<file path="src/hw/rtl/digital_bit_slice_agc_unit_assert.svh">
// ----------------------------------------------------------------------------
// Assertion macros for the bit-slice AGC
// Concurrent checks clocked on clk and disabled during rst.
// ----------------------------------------------------------------------------
`ifndef DIGITAL_BIT_SLICE_AGC_UNIT_ASSERT_SVH
`define DIGITAL_BIT_SLICE_AGC_UNIT_ASSERT_SVH

`ifndef SYNTHESIS

`define DBSAGC_ASSERT_ALWAYS(lbl, expr, msg) \
  lbl: assert property (@(posedge clk) disable iff (rst) (expr)) else $error(msg);

`define DBSAGC_ASSERT_IMPLIES(lbl, ante, cons, msg) \
  lbl: assert property (@(posedge clk) disable iff (rst) (ante) |-> (cons)) else $error(msg);

`define DBSAGC_ASSERT_NEXT(lbl, ante, cons, msg) \
  lbl: assert property (@(posedge clk) disable iff (rst) (ante) |=> (cons)) else $error(msg);

`else

`define DBSAGC_ASSERT_ALWAYS(lbl, expr, msg)
`define DBSAGC_ASSERT_IMPLIES(lbl, ante, cons, msg)
`define DBSAGC_ASSERT_NEXT(lbl, ante, cons, msg)

`endif

`endif

</file>
<file path="src/hw/rtl/dbsagc_pkg.sv">
// ----------------------------------------------------------------------------
// Bit-slice AGC package
// Shared widths, register indexes, channel pair table and result types.
// ----------------------------------------------------------------------------
`default_nettype none

package dbsagc_pkg;

  localparam int N_DIRECT = 4;
  localparam int N_CROSS  = 12;
  localparam int N_SLOTS  = 16;
  localparam int SLICE_W  = 5;
  localparam int LZ_W     = 6;
  localparam int TGT_W    = 6;

  localparam logic [SLICE_W-1:0] SLICE_MAX = 5'h1F;

  localparam int IN_W  = N_DIRECT * LZ_W;                       // 24
  localparam int RES_W = 1 + N_DIRECT + N_DIRECT * SLICE_W + N_CROSS * SLICE_W;
  localparam int OUT_W = ((RES_W + 7) / 8) * 8;                 // 88

  localparam int CFG_IDX_W  = 2;
  localparam int CFG_DATA_W = N_CROSS * SLICE_W;                // 60

  localparam logic [CFG_IDX_W-1:0] REG_AUTO_MASK     = 2'd0;
  localparam logic [CFG_IDX_W-1:0] REG_TARGET_KEEP   = 2'd1;
  localparam logic [CFG_IDX_W-1:0] REG_MANUAL_DIRECT = 2'd2;
  localparam logic [CFG_IDX_W-1:0] REG_MANUAL_CROSS  = 2'd3;

  typedef logic [SLICE_W-1:0] slice_t;

  typedef struct packed {
    logic   adjust;
    slice_t slice;
  } chan_res_t;

  // channel pairs feeding cross slot pairs
  function automatic logic [1:0] pair_lo(input logic [2:0] p);
    logic [1:0] r;
    unique case (p)
      3'd0, 3'd1, 3'd2: r = 2'd0;
      3'd3, 3'd4:       r = 2'd1;
      default:          r = 2'd2;
    endcase
    return r;
  endfunction

  function automatic logic [1:0] pair_hi(input logic [2:0] p);
    logic [1:0] r;
    unique case (p)
      3'd0:       r = 2'd1;
      3'd1, 3'd3: r = 2'd2;
      default:    r = 2'd3;
    endcase
    return r;
  endfunction

endpackage

`default_nettype wire

</file>
<file path="src/hw/rtl/dbsagc_chan.sv">
// ----------------------------------------------------------------------------
// Bit-slice AGC direct channel
// Compares kept bits against the target and grows or shrinks one slice.
// ----------------------------------------------------------------------------
`default_nettype none

module dbsagc_chan #(
  parameter int ACC_WIDTH = 32
) (
  input  wire logic                             is_auto,
  input  wire logic [dbsagc_pkg::LZ_W-1:0]      lead_zeros,
  input  wire logic [dbsagc_pkg::TGT_W-1:0]     target,
  input  wire dbsagc_pkg::slice_t               cur,
  output dbsagc_pkg::chan_res_t                 res
);

  localparam int KW = $clog2(ACC_WIDTH + 1);
  localparam int AW = ((KW > 6) ? KW : 6) + 2;

  logic [AW-1:0] lz_x;
  logic [AW-1:0] lz_c;
  logic [AW-1:0] keep;
  logic [AW-1:0] t_x;
  logic [AW-1:0] cur_x;
  logic [AW-1:0] grow_sum;
  logic [AW-1:0] gap;
  logic          grow;
  logic          shrink;

  always_comb begin
    lz_x     = AW'(lead_zeros);
    lz_c     = (lz_x > AW'(ACC_WIDTH)) ? AW'(ACC_WIDTH) : lz_x;
    keep     = AW'(ACC_WIDTH) - lz_c;
    t_x      = AW'(target);
    cur_x    = AW'(cur);
    grow     = (keep > t_x + AW'(1)) && (cur != dbsagc_pkg::SLICE_MAX);
    shrink   = (t_x != '0) && (keep < t_x - AW'(1));
    grow_sum = cur_x + keep - t_x;
    gap      = t_x - keep;

    res.adjust = 1'b0;
    res.slice  = cur;
    if (is_auto) begin
      if (grow) begin
        res.adjust = 1'b1;
        res.slice  = (grow_sum > AW'(dbsagc_pkg::SLICE_MAX)) ? dbsagc_pkg::SLICE_MAX
                                                              : grow_sum[4:0];
      end else if (shrink) begin
        res.adjust = 1'b1;
        res.slice  = (gap >= cur_x) ? '0 : cur - gap[4:0];
      end
    end
  end

endmodule

`default_nettype wire

</file>
<file path="src/hw/rtl/digital_bit_slice_agc_unit.sv">
// Flow: an input word is taken into the input register (s1_lz); m_tvalid
//   rises when that word advances into the result register (m_tdata).
// Throughput: one word per cycle unless m_tready stalls; the slice update is
//   a single pass of compare/adjust logic between input and result registers.
// Reset (rst, synchronous): clears all slice stores, valid flags, and loads
//   auto_mask = 0xFFFF, target_keep_bits = 16, manual slices = 0.
// ----------------------------------------------------------------------------
// Bit-slice AGC unit
// Adjusts four direct slices from leading-zero counts and derives twelve
// cross slices from channel pairs.
// ----------------------------------------------------------------------------
`default_nettype none

`include "digital_bit_slice_agc_unit_assert.svh"

module digital_bit_slice_agc_unit #(
  parameter int ACC_WIDTH = 32
) (
  input  wire logic                                  clk,
  input  wire logic                                  rst,
  // lead_zeros_a, lead_zeros_b, lead_zeros_c, lead_zeros_d
  input  wire logic [dbsagc_pkg::IN_W-1:0]           s_tdata,
  input  wire logic                                  s_tvalid,
  output logic                                       s_tready,
  // slices_changed, action_flags, direct_slice_word, cross_slice_word, pad
  output logic [dbsagc_pkg::OUT_W-1:0]               m_tdata,
  output logic                                       m_tvalid,
  input  wire logic                                  m_tready,
  input  wire logic                                  cfg_we,
  input  wire logic [dbsagc_pkg::CFG_IDX_W-1:0]      cfg_index,
  input  wire logic [dbsagc_pkg::CFG_DATA_W-1:0]     cfg_data
);

  localparam int NS = dbsagc_pkg::SLICE_W;

  logic [dbsagc_pkg::N_SLOTS-1:0]            auto_mask;
  logic [dbsagc_pkg::TGT_W-1:0]              target_keep_bits;
  logic [dbsagc_pkg::N_DIRECT*NS-1:0]        manual_direct_slices;
  logic [dbsagc_pkg::N_CROSS*NS-1:0]         manual_cross_slices;

  dbsagc_pkg::slice_t [dbsagc_pkg::N_DIRECT-1:0] direct_store;
  dbsagc_pkg::slice_t [dbsagc_pkg::N_CROSS-1:0]  cross_store;
  dbsagc_pkg::slice_t [dbsagc_pkg::N_DIRECT-1:0] direct_next;
  dbsagc_pkg::slice_t [dbsagc_pkg::N_CROSS-1:0]  cross_next;
  dbsagc_pkg::slice_t [dbsagc_pkg::N_DIRECT-1:0] direct_eff;
  dbsagc_pkg::slice_t [dbsagc_pkg::N_CROSS-1:0]  cross_eff;

  logic                                          s1_valid;
  logic [dbsagc_pkg::N_DIRECT-1:0][dbsagc_pkg::LZ_W-1:0] s1_lz;
  logic                                          advance;

  dbsagc_pkg::chan_res_t [dbsagc_pkg::N_DIRECT-1:0] chan_res;
  logic [dbsagc_pkg::N_DIRECT-1:0]               flags;
  logic                                          any_change;
  logic [dbsagc_pkg::OUT_W-1:0]                  out_word;

  assign advance  = s1_valid && (!m_tvalid || m_tready);
  assign s_tready = !s1_valid || advance;

  // config registers
  always_ff @(posedge clk) begin
    if (rst) begin
      auto_mask            <= '1;
      target_keep_bits     <= dbsagc_pkg::TGT_W'(16);
      manual_direct_slices <= '0;
      manual_cross_slices  <= '0;
    end else if (cfg_we) begin
      unique case (cfg_index)
        dbsagc_pkg::REG_AUTO_MASK:     auto_mask <= cfg_data[dbsagc_pkg::N_SLOTS-1:0];
        dbsagc_pkg::REG_TARGET_KEEP:   target_keep_bits <= cfg_data[dbsagc_pkg::TGT_W-1:0];
        dbsagc_pkg::REG_MANUAL_DIRECT:
          manual_direct_slices <= cfg_data[dbsagc_pkg::N_DIRECT*NS-1:0];
        dbsagc_pkg::REG_MANUAL_CROSS:  manual_cross_slices <= cfg_data;
      endcase
    end
  end

  // per-channel adjust
  for (genvar i = 0; i < dbsagc_pkg::N_DIRECT; i++) begin : g_chan
    dbsagc_chan #(
      .ACC_WIDTH (ACC_WIDTH)
    ) u_chan (
      .is_auto    (auto_mask[i]),
      .lead_zeros (s1_lz[i]),
      .target     (target_keep_bits),
      .cur        (direct_store[i]),
      .res        (chan_res[i])
    );
    assign flags[i]       = chan_res[i].adjust;
    assign direct_next[i] = chan_res[i].slice;
    assign direct_eff[i]  = auto_mask[i] ? chan_res[i].slice
                                         : manual_direct_slices[i*NS +: NS];
  end

  assign any_change = |flags;

  // cross slots from halved pair sums, less one
  always_comb begin
    logic [2:0]         p;
    logic [NS:0]        sum;
    dbsagc_pkg::slice_t half;
    dbsagc_pkg::slice_t v;
    for (int k = 0; k < dbsagc_pkg::N_CROSS; k++) begin
      p    = 3'(k >> 1);
      sum  = {1'b0, direct_eff[dbsagc_pkg::pair_lo(p)]}
           + {1'b0, direct_eff[dbsagc_pkg::pair_hi(p)]};
      half = sum[NS:1];
      v    = (half == '0) ? '0 : half - NS'(1);
      cross_next[k] = (any_change && auto_mask[k + dbsagc_pkg::N_DIRECT]) ? v
                                                                          : cross_store[k];
      cross_eff[k]  = auto_mask[k + dbsagc_pkg::N_DIRECT] ? cross_next[k]
                                                          : manual_cross_slices[k*NS +: NS];
    end
  end

  assign out_word = dbsagc_pkg::OUT_W'({cross_eff, direct_eff, flags, any_change});

  // pipeline control and slice state
  always_ff @(posedge clk) begin
    if (rst) begin
      s1_valid     <= 1'b0;
      m_tvalid     <= 1'b0;
      direct_store <= '0;
      cross_store  <= '0;
    end else begin
      if (s_tready) begin
        s1_valid <= s_tvalid;
      end
      if (advance) begin
        m_tvalid     <= 1'b1;
        direct_store <= direct_next;
        cross_store  <= cross_next;
      end else if (m_tready) begin
        m_tvalid <= 1'b0;
      end
    end
  end

  always_ff @(posedge clk) begin
    if (s_tvalid && s_tready) begin
      s1_lz <= s_tdata;
    end
    if (advance) begin
      m_tdata <= out_word;
    end
  end

  `DBSAGC_ASSERT_IMPLIES(a_no_bubble, s1_valid && !m_tvalid, advance, "held word not advanced")
  `DBSAGC_ASSERT_NEXT(a_cross_hold, !(advance && any_change), $stable(cross_store), "cross hold")
  `DBSAGC_ASSERT_NEXT(a_direct_hold, !advance, $stable(direct_store), "direct slice moved")
  `DBSAGC_ASSERT_IMPLIES(a_manual_flag, m_tvalid, ~|(m_tdata[4:1] & ~auto_mask[3:0]), "flag set")

endmodule

`default_nettype wire
</file>
<file path="config.mk">
export PLATFORM = sky130hd
export DESIGN_NAME = digital_bit_slice_agc_unit
export DESIGN_NICKNAME = d
export VERILOG_FILES = /design/src/hw/rtl/dbsagc_pkg.sv /design/src/hw/rtl/dbsagc_chan.sv /design/src/hw/rtl/digital_bit_slice_agc_unit.sv
export VERILOG_INCLUDE_DIRS = /design/src /design/src/hw/rtl
export SDC_FILE = /design/constraint.sdc
export NUM_CORES = 1
export LEC_CHECK = 0
export ABC_AREA = 1
export ABC_CLOCK_PERIOD_IN_PS = 16200
export BUFFER_PORTS_ARGS = -buffer_cell sky130_fd_sc_hd__buf_2
export CORE_MARGIN = 2
export CORE_UTILIZATION = 60
export DETAILED_ROUTE_END_ITERATION = 7
export GPL_TIMING_DRIVEN = 0
export PLACE_DENSITY = 0.83
export REMOVE_ABC_BUFFERS = 1
export SLEW_MARGIN = 15
export SYNTH_ARGS = -nofsm -noshare
export SYNTH_HDL_FRONTEND = slang
export SYNTH_SLANG_ARGS = --single-unit
</file>
<file path="constraint.sdc">
create_clock -name clk -period 16.2 [get_ports clk]
set_clock_uncertainty 0.2 [all_clocks]
set_input_delay 1.62 -clock clk [delete_from_list [all_inputs] [get_ports clk]]
set_output_delay 1.62 -clock clk [all_outputs]
set_load 0.01 [all_outputs]
</file>
## Word level (Yosys, flattened, before mapping)

Index checks and enable logic that the tools add are counted.

- Flip-flop bits (word level): 293
- Input port bits: 91
- Output and inout port bits: 90
- Logic and storage cells: 188

- Add/sub/neg operators: 34
- $lt $le $gt $ge: 20
- Equality and inequality tests: 7
- Multiplexer cells: 60
- Reductions and logical operators: 40

Operator list:

| cell | number |
|---|---|
| 5-bit 2-to-1 mux | 42 |
| 6-bit 2-to-1 mux | 16 |
| 5-bit by 5-bit adder with 6-bit output | 6 |
| 5-bit by 8-bit adder with 8-bit output | 4 |
| 8-bit by 5-bit greater-or-equal comparator with 1-bit output | 4 |
| 8-bit by 5-bit > comparator with 1-bit output (second input constant) | 4 |
| 8-bit > comparator | 4 |
| 8-bit less-than comparator | 4 |
| 6-bit by 8-bit subtractor with 8-bit output | 4 |
| 6-bit by 8-bit subtractor with 8-bit output (first input constant) | 4 |
| 8-bit by 6-bit subtractor with 8-bit output | 4 |
| 5-bit logical NOT | 6 |
| 5-bit by 1-bit subtractor with 5-bit output (second input constant) | 6 |
| 6-bit > comparator (second input constant) | 4 |
| 1-bit logical AND | 22 |
| 5-bit inequality test (second input constant) | 4 |
| 5-bit subtractor | 4 |
| 2-bit AND reduction | 4 |
| 6-bit by 1-bit adder with 7-bit output (second input constant) | 1 |
| 6-bit by 1-bit subtractor with 7-bit output (second input constant) | 1 |
| 6-bit nonzero test | 1 |
| 2-bit == test (second input constant) | 2 |
| 4-bit OR reduction | 1 |
| 2-bit by 1-bit == test with 1-bit output (second input constant) | 1 |
| other kinds (5) | 8 |

## Logic depth before layout (Yosys ltp)

- Depth after elaboration: 15
- Depth in mapped cells: 41
- Depth with buffers taken out: 41

## Cells and area by module

A second synthesis with hierarchy kept.

- Cells, all modules: 2,937
- Area, all modules: 21,876.0 µm²

Modules (own cells, without submodules):

| module | instances | cells an instance | area each (µm²) |
|---|---|---|---|
| digital_bit_slice_agc_unit | 1 | 1,704 | 14,019.7 |
| dbsagc_chan (g_chan[1].u_chan ...) | 2 | 303 | 1,965.6 |
| dbsagc_chan (g_chan[3].u_chan) | 1 | 312 | 1,963.1 |
| dbsagc_chan (g_chan[0].u_chan) | 1 | 315 | 1,961.9 |

## Least setup slack after synthesis

No wires, ideal clock.

- Path type: flip-flop to flip-flop
- From: reg s1_lz[6] (netlist bit)
- To: reg m_tdata[58] (netlist bit) (data pin)
- Setup time: 0.253 ns
- Arrival: 5.251 ns
- Required time: 15.747 ns
- Slack: 10.496 ns
- Stages on the path, launching flop included: 36
- Buffers on the path: 0
- Clock period less this slack: 5.704 ns
- Cells stage by stage: edfxtp_1 nor2_2 nand4_2 nand2_2 nand2_1 ha_1 inv_1 ha_1 inv_1 o21bai_1 nand2_1 nand2_1 or2_2 nand2_1 inv_1 ha_1 a21oi_1 o21ai_0 a221oi_1 nand3_1 nor2_2 nand2_1 o311ai_0 nand2_1 o21ai_0 ha_1 a21oi_1 nor2_1 a211oi_1 nand2_1 inv_1 nand4_4 nand4_1 nand2_1 nand2_1 nand2_1

RTL lines:

| what | RTL line | RTL |
|---|---|---|
| from (decl) | digital_bit_slice_agc_unit.sv:49 | `logic [dbsagc_pkg::N_DIRECT-1:0][dbsagc_pkg::LZ_W-1:0] s1_lz;` |
| from (signal assigned) | digital_bit_slice_agc_unit.sv:141 | `s1_lz <= s_tdata;` |
| to (signal assigned) | digital_bit_slice_agc_unit.sv:144 | `m_tdata <= out_word;` |
| to (decl) | digital_bit_slice_agc_unit.sv:26 | `output logic [dbsagc_pkg::OUT_W-1:0] m_tdata,` |

==> results.py <==
metrics = {
    "setup_path": {
        "max_stage_delay_ns": 0.78,
        "crit_required_ns": 16.34,
        "r2r_slack_ns": 8.97,
        "critPathLaunchType": "flip-flop",
        "cp-end-kind": "flip-flop",
        "cpMaxStageDelayCell": "o21ai_0",
        "r2r-end": "m_tdata[72]",
        "ff2ff_path_depth": 35,
        "cpMostUsedCell": "nand2_1",
        "path_max_fanout": 8,
        "cp.arrival_ns": 7.37,
        "rr_startpoint": "s1_lz[6]",
        "worstSetupPathType": "flip-flop to flip-flop",
    },
    "timing": {
        "rsz0062_at_grt": "no",
        "period_share": 0.446,
        "worstMarginPinSlew_ns": 1.20,
        "finalMaxSlewViolations": 0,
        "finalSetupViolations": 0,
        "hold_violations": 0,
        "period_minus_slack_ns": 7.23,
        "tns_ns": 0,
        "max-slew-margin-rel": 0.199,
        "fmax_mhz": 138,
    },
    "final_layout": {
        "layout.cells.non_filler": 3232,
        "final_layout_size_suffix_gt1_frac": 0.122,
        "finalInstanceArea_mm2": 0.0223,
        "final_common_cell": "nand2_1",
        "syn2layout_area_growth_pct": 11.5,
        "final_cell_mix": "511 x nand2_1, 366 x inv_1, 275 x nor2_1",
        "nets": 3068,
    },
    "routing": {
        "drt-pass1-iter-count": 6,
        "ant_nets": 0,
        "vias": 18400,
        "drtIter0Drc": 1421,
        "wl_um": 54000,
        "drcViolationCount": 0,
        "via_per_inst": 5.70,
        "wire_per_inst_um": 16.7,
    },
    "yosys": {
        "ys_types": 62,
        "netlist_area_mm2": 0.0200,
        "ys_warn_count": 0,
        "ys_seq_elements": 293,
        "seq_area_frac_synth": 0.349,
        "syn_inst": 2617,
        "avgSynthCellArea_um2": 7.62,
    },
    "min_path": {
        "hp-start": "manual_direct_slices[6]",
        "hold_class": "flip-flop to flip-flop",
        "hold-path-cell-count": 2,
        "hold_end": "manual_direct_slices[6]",
    },
    "outcome": {
        "status": "finished clean",
    },
    "die": {
        "ios": 181,
        "row_count": 66,
        "die-area_mm2": 0.0347,
        "initial_core_util": 0.612,
        "coreArea_mm2": 0.0326,
        "fp.dieW_um": 186,
        "die_y_um": 186,
    },
    "global_route": {
        "grt_use_total": 0.306,
        "grt_pass1_wl_um": 87800,
        "grt_max_degree": 153,
        "grt_pass1_vias": 18000,
        "grt_remaining_overflow": 0,
        "antenna_found_initial": 1,
    },
    "pwr": {
        "power_leakage_nw": 10.9,
        "peakVddDrop_mv": 0.114,
        "power.density_mw_per_mm2": 152,
    },
    "clock_network": {
        "cts_sinks": 293,
        "cts_tree": "built",
        "postCtsResizedCells": 0,
        "cts_setup_buffers": 0,
        "numCtsBuffers": 31,
        "clock-root-buffer": "clkbuf_16",
        "clock_path_buffers": 3,
        "clk_latency_ns": 0.59,
        "path_clk_slew_ns": 0.07,
        "hold_buffers": 0,
        "h-tree-depth": 1,
    },
    "placement": {
        "placed_area_mm2": 0.0212,
        "io_buffer_count": 177,
        "dp_cells": 3173,
        "place_congestion": 0.943,
        "dpl.hpwl_um": 39600,
    },
    "run": {
        "cap_violations": 0,
    },
}
[metrics by stage]
step	power (mW)	utilization	hold slack (ns)	setup slack, ns
3_5_place_dp	2.60	0.649	0.244	9.19
4_1_cts	3.35	0.682	0.253	9.15
6_report	3.37	0.682	0.251	8.97
3_3_place_gp	2.53	0.645	0.241	9.02
5_1_grt	3.61	0.682	0.275	8.62
2_1_floorplan	2.16	-	0.227	10.50
[area by class of cell]
| class | instances | area (um^2) |
|---|---|---|
| inverter | 387 | 1470 |
| timing repair buffer | 184 | 1010 |
| antenna | 1 | 2.50 |
| clock inverter | 17 | 194 |
| sequential | 293 | 6960 |
| multi-input combinational | 1867 | 11200 |
| clock buffer | 41 | 873 |
| fill | 2677 | 10400 |
| tap | 442 | 553 |
[critical path, delay by kind of cell, from the launching register on]
family	cells	cell delay, ns
adder cells (fa/ha/maj)	4	1.47
buffers and inverters	4	0.34
AND/OR/NAND/NOR	19	2.34
AO/OA/AOI/OAI	8	2.23
flip-flops	1	0.39
[per-layer routing]
layer | part of all wire | track usage | routed length, um
met1 | 0.42 | 0.393 | 22500
met2 | 0.47 | 0.523 | 25500
met3 | 0.078 | 0.0406 | 4230
met4 | 0.034 | 0.118 | 1820
met5 | 0 | 0 | 0
[how the worst max path moves through the flow]
stage	start	end	slack, ns	cells after the start
final	s1_lz[6]	m_tdata[72]	8.97	35
after global placement	target_keep_bits[2]	m_tdata[53]	9.02	23
after global routing	s1_lz[6]	m_tdata[67]	8.62	35
after floorplan	s1_lz[6]	m_tdata[58]	10.50	35
after CTS	s1_lz[6]	m_tdata[58]	9.15	35
after detailed placement	s1_lz[6]	m_tdata[58]	9.19	35
[report_power, final]
group / leakage (nW) / switching (mW) / internal, mW / total (mW)
Sequential: 2.54 / 0.0502 / 0.925 / 0.975
Combinational: 7.88 / 1.07 / 0.578 / 1.65
Clock: 0.523 / 0.318 / 0.430 / 0.748
[logic make-up (layout without fill, tap and decap cells)]
| group | after synthesis | after routing | synth area share |
|---|---|---|---|
| adders and majority gates | 213 | 213 | 0.146 |
| buffers and inverters | 463 | 629 | 0.0920 |
| xor gates and xnor gates | 65 | 65 | 0.0297 |
| other | 1 | 8 | 0.000188 |
| and+or+nand+nor | 1166 | 1166 | 0.264 |
| DFF | 293 | 293 | 0.349 |
| AOI/OAI and AO/OA | 416 | 416 | 0.120 |
[cells in the mapped netlist, drive strengths merged]
| master | instances | area [um^2] |
|---|---|---|
| nor2 | 291 | 1220 |
| o211ai | 31 | 233 |
| dfxtp | 184 | 3680 |
| a21oi | 186 | 950 |
| xnor2 | 30 | 278 |
| nor3 | 18 | 95.1 |
| clkbuf | 51 | 231 |
| inv | 382 | 1430 |
| o22ai | 1 | 6.26 |
| o2111ai | 1 | 8.76 |
| nand4 | 25 | 238 |
| nand3 | 272 | 1430 |
| or4 | 1 | 7.51 |
| a21o | 6 | 45.0 |
| or2 | 6 | 37.5 |
| a32o | 1 | 10.0 |
| o311ai | 1 | 8.76 |
| o21ai | 105 | 537 |
| and3 | 2 | 12.5 |
| a211oi | 8 | 60.1 |
| o41ai | 5 | 43.8 |
| nand2 | 544 | 2170 |
| edfxtp | 109 | 3270 |
| a22oi | 1 | 7.51 |
| a221oi | 4 | 35.0 |
| clkinv | 5 | 20.0 |
| ha | 180 | 2250 |
| a211o | 1 | 8.76 |
| o21a | 4 | 30.0 |
| nand3b | 7 | 56.3 |
| buf | 25 | 150 |
| conb | 1 | 3.75 |
| a31o | 1 | 8.76 |
| o221ai | 4 | 35.0 |
| xor2 | 35 | 314 |
| o21bai | 9 | 67.6 |
| fa | 33 | 661 |
| a31oi | 47 | 294 |
[state kept, by name, indices dropped and copies added, names as in the netlist, 6 cells and up]
register	flops
manual_direct_slices	20
s1_lz	24
m_tdata	85
auto_mask	16
manual_cross_slices	60
cross_store	60
direct_store	20
target_keep_bits	6
Note: power is estimated with default switching activity, not from simulation.
